## src/rtl/core/ubxfr_pkg.sv

```systemverilog
`timescale 1ns / 1ps

package ubxfr_pkg;

  // Sync pair that opens every frame
  localparam logic [7:0] SYNC_FIRST  = 8'hB5;
  localparam logic [7:0] SYNC_SECOND = 8'h62;

  // Configuration register map
  localparam int unsigned CFG_IDX_W  = 3;
  localparam int unsigned CFG_DATA_W = 16;

  localparam logic [CFG_IDX_W-1:0] CFG_ACCEPT_ID_A = 3'd0;
  localparam logic [CFG_IDX_W-1:0] CFG_ACCEPT_ID_B = 3'd1;
  localparam logic [CFG_IDX_W-1:0] CFG_ACCEPT_ID_C = 3'd2;
  localparam logic [CFG_IDX_W-1:0] CFG_ACCEPT_ID_D = 3'd3;

  localparam logic [15:0] RST_ACCEPT_ID_A = 16'h0215;
  localparam logic [15:0] RST_ACCEPT_ID_B = 16'h0213;
  localparam logic [15:0] RST_ACCEPT_ID_C = 16'h0122;
  localparam logic [15:0] RST_ACCEPT_ID_D = 16'h0101;

  // Kinds of result beat
  localparam logic KIND_PAYLOAD = 1'b0;
  localparam logic KIND_END     = 1'b1;

  // One result beat as it travels from the parser to the output buffer
  typedef struct packed {
    logic        item_kind;
    logic [15:0] message_id;
    logic [15:0] byte_index;
    logic [7:0]  data_byte;
    logic [15:0] frame_length;
    logic        checksum_good;
  } result_t;

endpackage

```

## src/rtl/core/ubxfr_id_filter.sv

```systemverilog
`timescale 1ns / 1ps

module ubxfr_id_filter (
  input  logic                            clk,
  input  logic                            rst_n,
  input  logic                            cfg_wr_en,
  input  logic [ubxfr_pkg::CFG_IDX_W-1:0] cfg_index,
  input  logic [ubxfr_pkg::CFG_DATA_W-1:0] cfg_wdata,
  input  logic [15:0]                     frame_id,
  output logic                            id_hit
);
  import ubxfr_pkg::*;

  logic [15:0] id_a_r;
  logic [15:0] id_b_r;
  logic [15:0] id_c_r;
  logic [15:0] id_d_r;

  // Accepted message IDs; writes beyond the map are dropped.
  always_ff @(posedge clk) begin
    if (!rst_n) begin
      id_a_r <= RST_ACCEPT_ID_A;
      id_b_r <= RST_ACCEPT_ID_B;
      id_c_r <= RST_ACCEPT_ID_C;
      id_d_r <= RST_ACCEPT_ID_D;
    end else if (cfg_wr_en) begin
      unique case (cfg_index)
        CFG_ACCEPT_ID_A: id_a_r <= cfg_wdata;
        CFG_ACCEPT_ID_B: id_b_r <= cfg_wdata;
        CFG_ACCEPT_ID_C: id_c_r <= cfg_wdata;
        CFG_ACCEPT_ID_D: id_d_r <= cfg_wdata;
        default: ;
      endcase
    end
  end

  // Match the current frame's class and ID against all four entries.
  assign id_hit = (frame_id == id_a_r) || (frame_id == id_b_r) ||
                  (frame_id == id_c_r) || (frame_id == id_d_r);

endmodule

```

## src/rtl/core/ubxfr_parser.sv

```systemverilog
`timescale 1ns / 1ps

module ubxfr_parser (
  input  logic                clk,
  input  logic                rst_n,
  input  logic                byte_valid,
  input  logic [7:0]          rx_byte,
  input  logic                id_hit,
  output logic [15:0]         frame_id,
  output logic                res_valid,
  output ubxfr_pkg::result_t  res
);
  import ubxfr_pkg::*;

  typedef enum logic [3:0] {
    PH_HUNT    = 4'd0,
    PH_SYNC2   = 4'd1,
    PH_CLASS   = 4'd2,
    PH_ID      = 4'd3,
    PH_LEN_LO  = 4'd4,
    PH_LEN_HI  = 4'd5,
    PH_PAYLOAD = 4'd6,
    PH_CK_A    = 4'd7,
    PH_CK_B    = 4'd8
  } phase_t;

  phase_t      phase_r, phase_nxt;
  logic [15:0] class_id_r, class_id_nxt;
  logic [15:0] length_r, length_nxt;
  logic [15:0] count_r, count_nxt;
  logic [7:0]  sum_a_r, sum_a_nxt;
  logic [7:0]  sum_b_r, sum_b_nxt;
  logic [7:0]  check_a_r, check_a_nxt;
  logic [15:0] count_inc;
  logic [7:0]  sum_a_base;
  logic [7:0]  sum_b_base;
  logic [7:0]  sum_a_add;
  logic [7:0]  sum_b_add;

  assign frame_id  = class_id_r;
  assign count_inc = count_r + 16'd1;

  // Fletcher-8 step; the class byte restarts both sums.
  assign sum_a_base = (phase_r == PH_CLASS) ? 8'd0 : sum_a_r;
  assign sum_b_base = (phase_r == PH_CLASS) ? 8'd0 : sum_b_r;
  assign sum_a_add  = sum_a_base + rx_byte;
  assign sum_b_add  = sum_b_base + sum_a_add;

  // Next state and result for the byte on the input.
  always_comb begin
    phase_nxt    = phase_r;
    class_id_nxt = class_id_r;
    length_nxt   = length_r;
    count_nxt    = count_r;
    sum_a_nxt    = sum_a_r;
    sum_b_nxt    = sum_b_r;
    check_a_nxt  = check_a_r;
    res_valid    = 1'b0;
    res          = '0;
    res.message_id   = class_id_r;
    res.frame_length = length_r;

    unique case (phase_r)
      PH_SYNC2: begin
        phase_nxt = (rx_byte == SYNC_SECOND) ? PH_CLASS : PH_HUNT;
      end
      PH_CLASS: begin
        sum_a_nxt    = sum_a_add;
        sum_b_nxt    = sum_b_add;
        class_id_nxt = {rx_byte, 8'd0};
        phase_nxt    = PH_ID;
      end
      PH_ID: begin
        sum_a_nxt    = sum_a_add;
        sum_b_nxt    = sum_b_add;
        class_id_nxt = {class_id_r[15:8], rx_byte};
        phase_nxt    = PH_LEN_LO;
      end
      PH_LEN_LO: begin
        sum_a_nxt  = sum_a_add;
        sum_b_nxt  = sum_b_add;
        length_nxt = {8'd0, rx_byte};
        phase_nxt  = PH_LEN_HI;
      end
      PH_LEN_HI: begin
        sum_a_nxt  = sum_a_add;
        sum_b_nxt  = sum_b_add;
        length_nxt = {rx_byte, length_r[7:0]};
        count_nxt  = '0;
        if (!id_hit) begin
          phase_nxt = PH_HUNT;
        end else if ({rx_byte, length_r[7:0]} == 16'd0) begin
          phase_nxt = PH_CK_A;
        end else begin
          phase_nxt = PH_PAYLOAD;
        end
      end
      PH_PAYLOAD: begin
        sum_a_nxt      = sum_a_add;
        sum_b_nxt      = sum_b_add;
        res_valid      = 1'b1;
        res.item_kind  = KIND_PAYLOAD;
        res.byte_index = count_r;
        res.data_byte  = rx_byte;
        count_nxt      = count_inc;
        if (count_inc == length_r) begin
          phase_nxt = PH_CK_A;
        end
      end
      PH_CK_A: begin
        check_a_nxt = rx_byte;
        phase_nxt   = PH_CK_B;
      end
      PH_CK_B: begin
        res_valid         = 1'b1;
        res.item_kind     = KIND_END;
        res.checksum_good = (check_a_r == sum_a_r) && (rx_byte == sum_b_r);
        phase_nxt         = PH_HUNT;
      end
      default: begin
        // Hunting, and any code outside the map.
        phase_nxt = (rx_byte == SYNC_FIRST) ? PH_SYNC2 : PH_HUNT;
      end
    endcase
  end

  // Frame state advances only on an accepted beat.
  always_ff @(posedge clk) begin
    if (!rst_n) begin
      phase_r    <= PH_HUNT;
      class_id_r <= '0;
      length_r   <= '0;
      count_r    <= '0;
      sum_a_r    <= '0;
      sum_b_r    <= '0;
      check_a_r  <= '0;
    end else if (byte_valid) begin
      phase_r    <= phase_nxt;
      class_id_r <= class_id_nxt;
      length_r   <= length_nxt;
      count_r    <= count_nxt;
      sum_a_r    <= sum_a_nxt;
      sum_b_r    <= sum_b_nxt;
      check_a_r  <= check_a_nxt;
    end
  end

endmodule

```

## src/rtl/core/ubxfr_out_buf.sv

```systemverilog
`timescale 1ns / 1ps

module ubxfr_out_buf (
  input  logic               clk,
  input  logic               rst_n,
  input  logic               push,
  input  ubxfr_pkg::result_t push_data,
  output logic               space,
  output logic               out_valid,
  input  logic               out_ready,
  output ubxfr_pkg::result_t out_data
);
  import ubxfr_pkg::*;

  logic    out_valid_r;
  result_t out_data_r;
  logic    skid_valid_r;
  result_t skid_data_r;
  logic    advance;

  assign advance   = !out_valid_r || out_ready;
  assign space     = !skid_valid_r;
  assign out_valid = out_valid_r;
  assign out_data  = out_data_r;

  // Output register with a skid stage behind it, so a new beat can be
  // taken while the previous result is still waiting.
  always_ff @(posedge clk) begin
    if (!rst_n) begin
      out_valid_r  <= 1'b0;
      skid_valid_r <= 1'b0;
    end else if (advance) begin
      if (skid_valid_r) begin
        out_valid_r  <= 1'b1;
        skid_valid_r <= push;
      end else begin
        out_valid_r  <= push;
      end
    end else if (push) begin
      skid_valid_r <= 1'b1;
    end
  end

  // Payload moves without reset.
  always_ff @(posedge clk) begin
    if (advance) begin
      if (skid_valid_r) begin
        out_data_r  <= skid_data_r;
        skid_data_r <= push_data;
      end else begin
        out_data_r  <= push_data;
      end
    end else if (push) begin
      skid_data_r <= push_data;
    end
  end

endmodule

```

## src/rtl/core/ubx_frame_receiver_core.sv

```systemverilog
`timescale 1ns / 1ps
// Results: a payload or end-of-frame result is registered in the output
// register, or in the skid register while the output is stalled.
// Throughput: one byte per cycle while the output buffer has space; the frame state update is a single register
// step, and a two-entry output buffer keeps input and output apart.
// Reset: synchronous, active low; the parser returns to sync hunting, the
// output buffer empties and the four accepted IDs take their reset values.

module ubx_frame_receiver_core (
  input  logic                             clk,
  input  logic                             rst_n,
  input  logic                             in_valid,
  output logic                             in_ready,
  input  logic [7:0]                       in_rx_byte,
  output logic                             out_valid,
  input  logic                             out_ready,
  output logic                             out_item_kind,
  output logic [15:0]                      out_message_id,
  output logic [15:0]                      out_byte_index,
  output logic [7:0]                       out_data_byte,
  output logic [15:0]                      out_frame_length,
  output logic                             out_checksum_good,
  input  logic                             cfg_wr_en,
  input  logic [ubxfr_pkg::CFG_IDX_W-1:0]  cfg_index,
  input  logic [ubxfr_pkg::CFG_DATA_W-1:0] cfg_wdata
);
  import ubxfr_pkg::*;

  logic        byte_accept;
  logic        space;
  logic        id_hit;
  logic [15:0] frame_id;
  logic        res_valid;
  result_t     res;
  result_t     out_data;

  assign in_ready    = space;
  assign byte_accept = in_valid && space;

  ubxfr_id_filter u_id_filter (
    .clk       (clk),
    .rst_n     (rst_n),
    .cfg_wr_en (cfg_wr_en),
    .cfg_index (cfg_index),
    .cfg_wdata (cfg_wdata),
    .frame_id  (frame_id),
    .id_hit    (id_hit)
  );

  ubxfr_parser u_parser (
    .clk        (clk),
    .rst_n      (rst_n),
    .byte_valid (byte_accept),
    .rx_byte    (in_rx_byte),
    .id_hit     (id_hit),
    .frame_id   (frame_id),
    .res_valid  (res_valid),
    .res        (res)
  );

  ubxfr_out_buf u_out_buf (
    .clk       (clk),
    .rst_n     (rst_n),
    .push      (byte_accept && res_valid),
    .push_data (res),
    .space     (space),
    .out_valid (out_valid),
    .out_ready (out_ready),
    .out_data  (out_data)
  );

  // Unpack the result beat onto the output ports.
  assign out_item_kind     = out_data.item_kind;
  assign out_message_id    = out_data.message_id;
  assign out_byte_index    = out_data.byte_index;
  assign out_data_byte     = out_data.data_byte;
  assign out_frame_length  = out_data.frame_length;
  assign out_checksum_good = out_data.checksum_good;

endmodule

```

## config.mk

```make
export PLATFORM = sky130hd
export DESIGN_NAME = ubx_frame_receiver_core
export DESIGN_NICKNAME = d
export VERILOG_FILES = /design/src/rtl/core/ubxfr_pkg.sv /design/src/rtl/core/ubxfr_id_filter.sv /design/src/rtl/core/ubxfr_parser.sv /design/src/rtl/core/ubxfr_out_buf.sv /design/src/rtl/core/ubx_frame_receiver_core.sv
export SDC_FILE = /design/constraint.sdc
export NUM_CORES = 1
export LEC_CHECK = 0
export ABC_CLOCK_PERIOD_IN_PS = 3500
export BUFFER_PORTS_ARGS = -buffer_cell sky130_fd_sc_hd__buf_2
export CAP_MARGIN = 20
export CORE_MARGIN = 2
export CORE_UTILIZATION = 55
export CTS_CLUSTER_DIAMETER = 80
export DETAILED_ROUTE_END_ITERATION = 10
export HOLD_SLACK_MARGIN = 0.02
export PLACE_DENSITY_LB_ADDON = 0.05
export SETUP_SLACK_MARGIN = 0.05
export SYNTH_ARGS = -nofsm -noshare
export SYNTH_HDL_FRONTEND = slang
export SYNTH_SLANG_ARGS = --single-unit
export TNS_END_PERCENT = 100
```

## constraint.sdc

```tcl
create_clock -name clk -period 3.5 [get_ports clk]
set_input_delay 0.175 -clock clk [delete_from_list [all_inputs] [get_ports clk]]
set_output_delay 0.175 -clock clk [all_outputs]
set_load 0.05 [all_outputs]
```

# Yosys cells after proc, flatten, opt, wreduce, memory -nomap -nowiden
# Index checks and enable logic that the tools add are counted.
[totals]
output_inout_bits = 60
ff_bits = 258
elab_cells = 107
in_bits = 32
[op_classes]
bitwise_logic = 2
eq_ne = 22
n_reduce_logical = 30
n_mux = 23
addsub = 3
[ops]
columns = ["cell", "count"]
rows = [
  ["two-way mux 58 bit", 4],
  ["case mux 16 bit (2 select lines)", 3],
  ["== test 16 bit", 5],
  ["case mux 4 bit (8 select lines)", 1],
  ["two-way mux 24 bit", 1],
  ["AND reduction 2 bit", 11],
  ["adder 16 x 1 -> 16 bit, second input constant", 1],
  ["adder 8 bit", 2],
  ["== test 4 x 3 -> 1 bit, second input constant", 4],
  ["== test 8 bit", 2],
  ["logical NOT 16 bit", 1],
  ["two-way mux 8 bit", 2],
  ["two-way mux 1 bit", 9],
  ["== test 4 x 2 -> 1 bit, second input constant", 2],
  ["== test 8 x 7 -> 1 bit, second input constant", 1],
  ["== test 8 bit, second input constant", 1],
  ["two-way mux 4 bit", 2],
  ["nonzero test 2 bit", 4],
  ["== test 3 x 2 -> 1 bit, second input constant", 2],
  ["AND reduction 3 bit", 2],
  ["OR reduction 5 bit", 1],
  ["== test 4 x 1 -> 1 bit, second input constant", 1],
  ["== test 4 bit, second input constant", 1],
  ["logical OR 1 bit", 4],
  ["8 further kinds", 13],
]

# Depth between registers and ports, before layout
# Gate-level depths: netlist of run 1.
[depth]
ltp_word = 6
mapped_depth = 18
ltp_nobuf = 16

# Cells and area by module
# A second synthesis of run 1 with hierarchy kept.
[unflattened]
hier_cells = 1180
area_unflattened_um2 = 12776.0
[modules_own_cells]
columns = ["mod", "cells_each", "instances", "seq_area_each_um2", "area_each_um2"]
rows = [
  ["ubxfr_parser", 615, 1, 1521.5, 4984.8],
  ["ubxfr_out_buf", 192, 1, 3523.4, 4566.9],
  ["ubxfr_id_filter", 371, 1, 1281.2, 3211.8],
  ["ubx_frame_receiver_core", 2, 1, 0.0, 12.5],
]

# Worst setup path after synthesis of run 1
# No wires, ideal clock.
[synth_timing]
path_kind = "register to register"
startpoint = "register u_out_buf.out_valid_r (netlist: u_out_buf.out_valid)"
endpoint = "register u_out_buf.skid_data_r[0] (netlist bit), enable pin"
required_time_ps = 3086
period_less_slack_ps = 3934
setup_slack_ps = -434
arrival_ps = 3519
path_buffers = 0
path_stages_with_launch = 4
setup_ps = 414
cell_sequence = "dfxtp_1 -> nand2b_1 -> nor3_1 -> a21o_1"
[synth_between]
elab_chain_cells = 4
word_cells_on_any_way = 5
classes_between = "1 x eq/ne; 4 x reduce/logical"
[synth_lines]
columns = ["element", "line_no", "rtl"]
rows = [
  ["start, declared", "ubxfr_out_buf.sv:15", "logic out_valid_r;"],
  ["start signal, assigned", "ubxfr_out_buf.sv:37", "out_valid_r <= push;"],
  ["logical NOT 1 bit (*)", "ubxfr_out_buf.sv:21", "assign advance = !out_valid_r || out_ready;"],
  ["logical OR 1 bit (*)", "ubxfr_out_buf.sv:21", ""],
  ["net u_out_buf.advance", "ubxfr_out_buf.sv:19", "logic advance;"],
  ["inequality test 2 x 1 -> 1 bit (no line) or nonzero test 2 bit (tied branches)", "--", ""],
  ["AND reduction 2 bit (no line) (*)", "--", ""],
  ["end signal, assigned", "ubxfr_out_buf.sv:49", "skid_data_r <= push_data;"],
  ["end signal, assigned", "ubxfr_out_buf.sv:54", "skid_data_r <= push_data;"],
  ["end, declared", "ubxfr_out_buf.sv:18", "result_t skid_data_r;"],
]
# The timed path passes the listed nets; every way through them passes the cells marked *.
# A chain may end at the register's enable or synchronous reset.

# Worst setup path after layout of run 1
[layout_timing]
startpoint = "register u_parser.phase_r[0]"
endpoint = "register u_parser.sum_b_r[7]"
[layout_between]
elab_chain_cells = 4
word_cells_on_any_way = 11
classes_between = "2 x add/sub; 5 x eq/ne; 2 x mux; 2 x reduce/logical"
[layout_lines]
columns = ["element", "line_no", "rtl"]
rows = [
  ["start, declared", "ubxfr_parser.sv:27", "phase_t phase_r, phase_nxt;"],
  ["start signal, assigned", "ubxfr_parser.sv:138", "phase_r <= phase_nxt;"],
  ["== test 4 x 2 -> 1 bit", "ubxfr_parser.sv:44", "assign sum_a_base = (phase_r == PH_CLASS) ? 8'd0 : sum_a_r;"],
  ["two-way mux 8 bit", "ubxfr_parser.sv:44", ""],
  ["adder 8 bit", "ubxfr_parser.sv:46", "assign sum_a_add = sum_a_base + rx_byte;"],
  ["net u_parser.sum_a_add[4]", "ubxfr_parser.sv:37", "logic [7:0] sum_a_add;"],
  ["adder 8 bit", "ubxfr_parser.sv:47", "assign sum_b_add = sum_b_base + sum_a_add;"],
  ["end signal, assigned", "ubxfr_parser.sv:143", "sum_b_r <= sum_b_nxt;"],
  ["end, declared", "ubxfr_parser.sv:32", "logic [7:0] sum_b_r, sum_b_nxt;"],
]
# The timed path passes the listed nets, and every way through them passes these cells.

==> flow_summary.yaml, run 1 <==
global_routing:
  grt_max_degree: 69
  gr-total-overflow: 0
  grt_pass1_wl_um: 46300
  grtUsageTotal: 0.244
  grt_pass1_vias: 8509
  antenna_found_initial: 0
sta:
  fmax_ghz: 0.296
  finalHoldViolCount: 0
  period_minus_slack_ns: 3.38
  setup_viol: 0
  rsz0062_at_grt: "yes"
  setup_slack_ns: 0.118
  fin_skew_ns: 0.00908
  hold_slack_ns: 0.0430
  slew_headroom: 0.418
  tightest_slew_ns: 0.866
  post-route-period-util: 0.966
  maxSlewViolCount: 0
yosys:
  synth_common_cells: "nand2_1, dfxtp_1, edfxtp_1, a21boi_0, xor2_1"
  synth_flop_cell: "dfxtp_1"
  synth_area_leaders: "edfxtp_1, dfxtp_1, nand2_1, a21boi_0, xor2_1"
  synthCells: 1196
  yosysWarnings: 0
  ys_seq_elements: 258
  synth_area_per_cell_sq_um: 10.2
  syn-cell-area_sq_mm: 0.0122
  synth_top_area_frac: 0.285
  synth_edf_count: 116
  synth_nets: 1245
  yosysTopAreaCell: "edfxtp_1"
  seq_area_frac_synth: 0.518
  synthArstFlopShare: 0
  ys_types: 61
  synth.most_common_cell: "nand2_1"
power_and_ir_drop:
  p_seq_frac: 0.524
  switching_share: 0.218
  p_leak_nw: 5.77
  vdd_drop_max_mv: 0.407
  internal_power_mw: 4.71
  p_per_area_mw_per_mm2: 433
  pwr-share-clk: 0.440
  pwr-share-comb: 0.036
  switchingPower_mw: 1.31
  power.total_mw: 6.02
die:
  die-area_sq_mm: 0.0234
  die_x_um: 153
  start_util: 0.560
  die_h_um: 153
  ios: 92
  core.rowCount: 54
  coreArea_sq_mm: 0.0218
detailed_routing:
  drt_iter0_drc: 501
  wl_um: 28900
  route.detailed.drc: 0
  routedWlPerCell_um: 18.4
  ant_nets: 0
  vias: 8815
  viasPerCell: 5.60
  first_pass_iters: 6
finish:
  drive_above_1_share: 0.179
  diodes: 0
  nNetsFinal: 1322
  area_growth_pct: 13.8
  n_fill_cell: 1838
  utilization: 0.637
critical_path:
  end_kind: "register"
  cp_max_fo: 3
  worstSetupStartpointType: "register"
  cp_data_arrival_time_ns: 3.80
  worstPathRequired_ns: 3.92
  worstSetupPathType: "register to register"
clock_network:
  cts_buffer_depth: 3
  clkSlewWorstSetupHoldPaths_ns: 0.06
  numCtsBuffers: 28
  htreeDepth: 1
  clkLatencyLatePin_ns: 0.54
  tritoncts: "done"
  cts.sinks: 258
  root_buffer: "clkbuf_16"
place:
  gp_congestion: 0.863
  dp.final_hpwl_um: 19100
  dp_slack_ns: 0.182
  port_buffers: 91
run:
  drv_cap: 0
hold_path:
  hp-class: "input port to register"
run_status:
  outcome: "finished clean"
## cell usage in the layout (no fill, tap or decap), drive strengths merged, types with 3 or more instances in the layout
| cell type | count |
|---|---|
| xnor2 | 32 |
| and2 | 33 |
| and2b | 3 |
| ha | 15 |
| and3 | 5 |
| clkbuf | 39 |
| xor2 | 80 |
| nor2b | 29 |
| dfxtp | 142 |
| o31ai | 3 |
| clkinv | 12 |
| nor2 | 30 |
| nor4 | 24 |
| o211ai | 3 |
| edfxtp | 116 |
| a21boi | 106 |
| nor3 | 23 |
| nand2 | 212 |
| mux2i | 10 |
| a21o | 7 |
| a21oi | 20 |
| mux2 | 55 |
| buf | 117 |
| or4 | 3 |
| or2 | 4 |
| nor3b | 5 |
| a31oi | 3 |
| inv | 8 |
| nand2b | 7 |
| or3 | 6 |
| dlygate4sd3 | 17 |
| nand3 | 55 |
| nand4 | 12 |
| o21ai | 37 |
## cell type report
class,instances,area (sq um),share of cell area
tap,280,350,0.0252
sequential,258,6330,0.455
inverter,8,30.0,0.00216
multi-input combinational,843,5530,0.398
clock inverter,13,72.6,0.00522
timing repair buffer,134,852,0.0613
clock buffer,39,742,0.0533
## critical path, stage by stage, from the launching register on
cell	delay, ns
dfxtp_2	0.33
nor4b_4	0.36
nor2b_1	0.11
ha_2	0.20
fa_2	0.35
a21o_1	0.18
a21oi_2	0.20
xnor2_2	0.11
ha_1	0.32
inv_1	0.07
nor2_1	0.05
o31a_1	0.13
o41ai_2	0.38
xnor2_1	0.19
mux2i_1	0.21
a21boi_1	0.08
## layer usage
metal,GRT usage,share of wire,vias up
met5,0,0,-
met4,0.0635,0.022,0
met3,0.0340,0.046,48
met2,0.415,0.49,185
met1,0.329,0.44,4264
li1,-,-,4318
## registers in the layout, summed over array words and instances, names as in the netlist
register                count
u_out_buf.out_data         58
u_out_buf.skid_data_r      58
u_id_filter.id_a_r         16
u_id_filter.id_b_r         16
u_id_filter.id_c_r         16
u_id_filter.id_d_r         16
u_parser.count_r           16
u_parser.frame_id          16
u_parser.length_r          16
u_parser.check_a_r          8
u_parser.sum_a_r            8
u_parser.sum_b_r            8
u_parser.phase_r            4
u_out_buf.out_valid         1
u_out_buf.skid_valid_r      1
## power by group through the flow
stage	combinational, mW	sequential, mW	clock (mW)
global placement	0.196	3.22	0
floorplan	0.127	3.21	0
global route	0.238	3.15	2.83
CTS	0.214	3.15	2.70
finish	0.220	3.15	2.65
detailed placement	0.199	3.22	0
## per-stage QoR
stage	instances	cell area (sq um)	setup TNS (ns)
final	1575	13900	0
after global routing	1575	13900	-0.0424
after CTS	1570	13800	0
after detailed placement	1501	12900	0
after global placement	1501	12900	0
after floorplan	1196	12200	0
## cells by family (layout without fill, tap and decap cells)
kind of cell               Yosys count  in the layout  share of synthesized area
and+or+nand+nor                    455            455                      0.183
DFF                                258            258                      0.518
AOI/OAI and AO/OA                  194            194                      0.109
xor gates and xnor gates           112            112                     0.0809
buffers and inverters               95            194                     0.0329
muxes                               65             65                     0.0589
adders and majority gates           17             17                     0.0186
## path summary, 6_finish.rpt
path	from	end	slack (ns)	cells past startpoint
worst max-delay path	u_parser.phase_r[0]	u_parser.sum_b_r[7]	0.12	15
worst min-delay path	in_rx_byte[2]	u_parser.length_r[2]	0.04	3
worst max register to register	u_parser.phase_r[0]	u_parser.sum_b_r[7]	0.12	15
worst min register to register	u_id_filter.id_a_r[15]	u_id_filter.id_a_r[15]	0.47	2
## timing repair
action                                 4_1_cts  5_1_grt
endpoints found under the hold margin       66        0
setup buffers                                0        5
hold buffers                                17        0
gates resized for setup                      0        8
setup endpoints to repair                    0        2
Power figures use the tool's default switching activity.
==> run 2: changes to the inputs <==
--- a/config.mk
+++ b/config.mk
@@ -17,5 +17,6 @@
 export SETUP_SLACK_MARGIN = 0.05
 export SYNTH_ARGS = -nofsm -noshare
 export SYNTH_HDL_FRONTEND = slang
+export SYNTH_HIERARCHICAL = 1
 export SYNTH_SLANG_ARGS = --single-unit
 export TNS_END_PERCENT = 100
==> run 2 against run 1 <==
  * Final cell count shrank 0.89%
  * Critical path depth did not move
  * Sequential share of layout area shrank 1.3 points
  * Clock skew about the same
  * Largest cell class unchanged
  * Highest routed layer unchanged
  * Non-clock buffer count unchanged
  * Die area increased by 4.4%
  * Critical endpoint is now u_parser/sum_b_r[7]
  * Register-to-register slack better by 0.09 ns
==> flow_summary.yaml, run 2 <==
detailed_routing:
  viasPerCell: 5.54
  drt_iter0_drc: 448
  vias: 8652
  ant_nets: 0
  route.detailed.drc: 0
  wl_um: 28400
  routedWlPerCell_um: 18.2
  first_pass_iters: 5
yosys:
  synth_area_leaders: "edfxtp_1, dfxtp_1, mux2_4, xor2_1, nand2_1"
  synth_common_cells: "nand2_1, dfxtp_1, edfxtp_1, xor2_1, a21boi_0"
  synth_nets: 1230
  synthCells: 1180
  seq_area_frac_synth: 0.495
  yosysWarnings: 6
  synth_edf_count: 116
  synth.most_common_cell: "nand2_1"
  synth_area_per_cell_sq_um: 10.8
  ys_seq_elements: 258
  syn-cell-area_sq_mm: 0.0128
  synth_top_area_frac: 0.273
  synthArstFlopShare: 0
  yosysTopAreaCell: "edfxtp_1"
  ys_types: 75
  synth_flop_cell: "dfxtp_1"
hold_path:
  whs_endpoint: "u_parser/length_r[5]"
  hold_start: "in_rx_byte[5]"
  hp-class: "input port to register"
  whs_path_depth: 3
sta:
  period_minus_slack_ns: 3.29
  fin_skew_ns: 0.00884
  setup_viol: 0
  finalHoldViolCount: 0
  rsz0062_at_grt: "no"
  slew_headroom: 0.291
  fmax_ghz: 0.304
  hold_slack_ns: 0.0449
  tightest_slew_ns: 1.06
  setup_tns_ns: 0
  post-route-period-util: 0.941
  maxSlewViolCount: 0
run_status:
  outcome: "finished clean"
critical_path:
  critPathMaxStageDelay_ns: 0.35
  r2r_start: "u_parser/phase_r[0]"
  timing.rr.end: "u_parser/sum_b_r[7]"
  cp_slowest_cell: "a221o_1"
  worstSetupPathType: "register to register"
  r2r_cells: 15
  worstSetupStartpointType: "register"
  cp_top_family: "simple AND/OR/NAND/NOR gates"
  worstPathCellList: "nor4b_4 > buf_4 > nor2b_1 > ha_1 > and3_1 > a221o_1 > nor2_2 > xnor2_2 > ha_1 > nor3_2 > nor2_2 > o41ai_4 > xnor2_1 > mux2i_1 > a21boi_1"
  worstPathRequired_ns: 3.92
  cp_data_arrival_time_ns: 3.71
  worst-path-buf-inv: 1
  end_kind: "register"
  cp_max_fo: 6
  r2r_setup_slack_ns: 0.21
clock_network:
  cts_buffer_depth: 3
  tritoncts: "done"
  htreeDepth: 1
  clkLatencyLatePin_ns: 0.54
  root_buffer: "clkbuf_16"
  cts.sinks: 258
  numCtsBuffers: 27
  clkSlewWorstSetupHoldPaths_ns: 0.07
place:
  dp.final_hpwl_um: 19000
  port_buffers: 91
  placed_area_sq_mm: 0.0132
  gp_congestion: 0.886
  dp_cells: 1490
finish:
  finalNonFillerCells: 1561
  area_growth_pct: 12.1
  final_cell_mix: "nand2_1, dfxtp_1, edfxtp_1, buf_2, xor2_1"
  diodes: 0
  layout_commonest_cell: "nand2_1"
  design_area_sq_mm: 0.0143
  drive_above_1_share: 0.212
  nNetsFinal: 1305
power_and_ir_drop:
  p_per_area_mw_per_mm2: 450
  vdd_drop_max_mv: 0.384
  power.total_mw: 6.44
  p_leak_nw: 5.94
die:
  start_util: 0.563
  die-area_sq_mm: 0.0245
  coreArea_sq_mm: 0.0227
  die_x_um: 156
  die_h_um: 156
  ios: 92
  core.rowCount: 55
global_routing:
  grt_pass1_vias: 8294
  antenna_found_initial: 0
  grtUsageTotal: 0.232
  gr-total-overflow: 0
  grt_max_degree: 96
  grt_pass1_wl_um: 45200
run:
  drv_cap: 0
==> run 2: cell types whose count changed after synthesis, moves of 9 or more <==
cell / delta
nand2_1: -13
mux2_2: -53
clkbuf_1: -27
buf_4: +22
a21boi_2: +12
nor2b_1: +9
a21boi_0: -22
xor2_1: +10
o21ai_0: -10
mux2_4: +56
==> run 2: how the worst max path moves through the flow <==
stage	start	end	slack, ns	cells after the start
floorplan	u_parser/phase_r[3]	u_parser/sum_b_r[7]	0.05	16
global placement	u_parser/phase_r[3]	u_parser/sum_b_r[7]	0.24	14
detailed placement	u_parser/phase_r[3]	u_parser/sum_b_r[7]	0.16	15
CTS	u_parser/phase_r[3]	u_parser/sum_b_r[7]	0.15	15
global route	u_parser/phase_r[0]	u_parser/sum_b_r[7]	0.05	15
finish	u_parser/phase_r[0]	u_parser/sum_b_r[7]	0.21	15
==> run 2: where the power goes <==
group	internal [mW]	total [mW]	switching, mW
Sequential	3.16	3.19	0.0325
Clock	1.72	2.87	1.15
Combinational	0.162	0.383	0.221
Total	5.03	6.44	1.41
==> run 2: metal layers <==
layer  global-route usage  wire length, um
met4               0.0485              353
met5                    0                0
met2                0.369            12800
met1                0.343            13900
met3               0.0277             1380
==> run 2: logic make-up (layout without fill, tap and decap cells) <==
| logic type | Yosys count | after routing | synth area share |
|---|---|---|---|
| muxes | 69 | 69 | 0.0762 |
| and+or+nand+nor | 438 | 438 | 0.174 |
| AOI/OAI and AO/OA | 184 | 184 | 0.105 |
| xor gates and xnor gates | 116 | 116 | 0.0795 |
| buffers and inverters | 97 | 193 | 0.0513 |
| DFF | 258 | 258 | 0.495 |
| adders and majority gates | 18 | 18 | 0.0188 |
==> run 2: stage by stage <==
step	utilization	setup slack, ns
5_1_grt	0.630	0.0500
4_1_cts	0.627	0.155
2_1_floorplan	-	0.0511
3_5_place_dp	0.580	0.160
6_report	0.630	0.206
3_3_place_gp	0.580	0.241
==> run 2: timing repair <==
item	4_1_cts	5_1_grt
hold endpoints to repair	64	0
hold buffers	16	0
setup buffers	0	5
gates resized for setup	0	7
setup endpoints to repair	0	1
==> run 2: cell type report <==
cell class | instances | area, sq um
Tap cell | 285 | 357
Inverter | 9 | 33.8
Timing Repair Buffer | 134 | 833
Clock buffer | 39 | 792
Sequential cell | 258 | 6330
Clock inverter | 11 | 111
Fill cell | 1895 | 8390
Multi-Input combinational cell | 825 | 5860
==> run 2: worst register-to-register path: stages (launching register included) <==
cell and delay (ns):
dfxtp_1 0.34, nor4b_4 0.32, buf_4 0.19, nor2b_1 0.06
ha_1 0.34, and3_1 0.19, a221o_1 0.35, nor2_2 0.17
xnor2_2 0.15, ha_1 0.30, nor3_2 0.20, nor2_2 0.07
o41ai_4 0.06, xnor2_1 0.18, mux2i_1 0.20, a21boi_1 0.08
==> run 3: changes to the inputs <==
--- a/config.mk
+++ b/config.mk
@@ -8,8 +8,10 @@
 export ABC_CLOCK_PERIOD_IN_PS = 3500
 export BUFFER_PORTS_ARGS = -buffer_cell sky130_fd_sc_hd__buf_2
 export CAP_MARGIN = 20
+export CELL_PAD_IN_SITES_DETAIL_PLACEMENT = 0
+export CELL_PAD_IN_SITES_GLOBAL_PLACEMENT = 1
 export CORE_MARGIN = 2
-export CORE_UTILIZATION = 55
+export CORE_UTILIZATION = 44
 export CTS_CLUSTER_DIAMETER = 80
 export DETAILED_ROUTE_END_ITERATION = 10
 export HOLD_SLACK_MARGIN = 0.02
==> run 3 against run 2 <==
  * First-iteration DRC count up 19%
  * Final cell count up 7.2%
  * Via count about the same
  * Register-to-register slack worse by 0.02 ns
  * Critical path type unchanged
  * Core utilization down 12 points
  * Largest power group unchanged
  * Fmax down 0.49%
  * Wire length up 8.0%
  * Hold slack better by 0.034 ns
  * Clock power up 7%
  * Worst setup slack worse by 0.016 ns
  * Clock skew up 0.0030 ns
==> flow_summary.yaml, run 3 (synthesis results as in run 2) <==
global_routing:
  grtUsageTotal: 0.202
  antenna_found_initial: 0
  grt_pass1_wl_um: 48600
  gr-total-overflow: 0
  grt_max_degree: 95
  grt_pass1_vias: 8319
detailed_routing:
  routedWlPerCell_um: 18.3
  ant_nets: 0
  drt_iter0_drc: 535
  wl_um: 30700
  viasPerCell: 5.17
  vias: 8654
  route.detailed.drc: 0
  first_pass_iters: 5
critical_path:
  cp_max_fo: 3
  cp_data_arrival_time_ns: 3.75
  end_kind: "register"
  worstSetupStartpointType: "register"
  worstPathRequired_ns: 3.94
  r2r_cells: 15
  worstSetupPathType: "register to register"
clock_network:
  clkSlewWorstSetupHoldPaths_ns: 0.07
  cts.sinks: 258
  root_buffer: "clkbuf_16"
  numCtsBuffers: 29
  tritoncts: "done"
  cts_buffer_depth: 3
  htreeDepth: 1
  clkLatencyLatePin_ns: 0.56
sta:
  rsz0062_at_grt: "no"
  hold_slack_ns: 0.0794
  period_minus_slack_ns: 3.31
  fin_skew_ns: 0.0118
  setup_slack_ns: 0.190
  fmax_ghz: 0.302
  maxSlewViolCount: 0
  setup_tns_ns: 0
  tightest_slew_ns: 1.05
  setup_viol: 0
  finalHoldViolCount: 0
  post-route-period-util: 0.946
  slew_headroom: 0.298
finish:
  drive_above_1_share: 0.219
  diodes: 0
  nNetsFinal: 1318
  final_cell_mix: "nand2_1, dfxtp_1, edfxtp_1, buf_2, xor2_1"
  utilization: 0.512
  layout_commonest_cell: "nand2_1"
  area_growth_pct: 14.7
  finalNonFillerCells: 1674
power_and_ir_drop:
  vdd_drop_max_mv: 0.361
  p_leak_nw: 6.05
  p_per_area_mw_per_mm2: 454
run:
  drv_cap: 0
die:
  coreArea_sq_mm: 0.0286
  die_h_um: 174
  ios: 92
  start_util: 0.446
  die-area_sq_mm: 0.0304
  core.rowCount: 62
  die_x_um: 174
hold_path:
  whs_path_depth: 4
  hp-class: "input port to register"
place:
  dp_cells: 1592
  dp.final_hpwl_um: 20800
  port_buffers: 91
  dp_slack_ns: 0.0675
  gp_congestion: 0.794
run_status:
  outcome: "finished clean"
## run 3: cell types whose count changed in the layout (fill, tap and decap cells not counted), moves of 2 or more
cell / change
buf_4: +5
clkbuf_16: +2
clkinv_1: +2
dlygate4sd3_1: +4
## run 3: stage by stage
stage          cell area (sq um)  total power [mW]
3_3_place_gp               13300              3.62
2_1_floorplan              12800              3.50
4_1_cts                    14500              6.70
5_1_grt                    14700              6.89
6_report                   14700              6.66
3_5_place_dp               13300              3.61
## run 3: report_power, final
group / switching [mW] / leakage (nW) / internal [mW] / total [mW]
Clock: 1.23 / 0.472 / 1.83 / 3.07
Sequential: 0.0316 / 2.35 / 3.16 / 3.19
Combinational: 0.227 / 3.23 / 0.175 / 0.402
Total: 1.49 / 6.05 / 5.16 / 6.66
## run 3: worst paths after layout
| path | startpoint | endpoint | slack, ns |
|---|---|---|---|
| max | u_parser/phase_r[2] | u_parser/sum_b_r[7] | 0.19 |
| min | in_rx_byte[0] | u_parser/length_r[0] | 0.08 |
| max reg2reg | u_parser/phase_r[2] | u_parser/sum_b_r[7] | 0.19 |
| min reg2reg | u_id_filter/id_d_r[13] | u_id_filter/id_d_r[13] | 0.46 |
## run 3: repair_timing
action | 4_1_cts | 5_1_grt
buffers inserted | 0 | 8
hold endpoints to repair | 69 | 0
endpoints found under the setup margin | 0 | 1
hold buffers | 20 | 0
gates resized for setup | 0 | 13
## run 3: final cells by class
type | count | area [sq um]
Fill cell | 2621 | 14000
Clock inverter | 14 | 161
Multi-Input combinational cell | 825 | 5890
Tap cell | 384 | 480
Clock buffer | 39 | 803
Sequential cell | 258 | 6330
Inverter | 9 | 33.8
Timing Repair Buffer | 145 | 956
## run 3: critical path, cell delays in order, from the launching register on
cell and delay (ns):
dfxtp_2 0.33, nor4b_4 0.25, buf_4 0.19, nor2b_2 0.05, ha_2 0.20, fa_2 0.37, a21o_1 0.20, a21oi_2 0.17
o21bai_1 0.10, a21oi_2 0.17, xnor2_2 0.12, ha_4 0.19, o41ai_4 0.38, xnor2_1 0.18, mux2i_1 0.21, a21boi_1 0.07
## run 3: metal layers
| layer | track usage | up-vias | routed length [um] |
|---|---|---|---|
| met5 | 0 | - | 0 |
| met4 | 0.0448 | 0 | 629 |
| met3 | 0.0232 | 42 | 1240 |
| met2 | 0.309 | 187 | 13500 |
| met1 | 0.305 | 4135 | 15400 |
| li1 | - | 4290 | - |
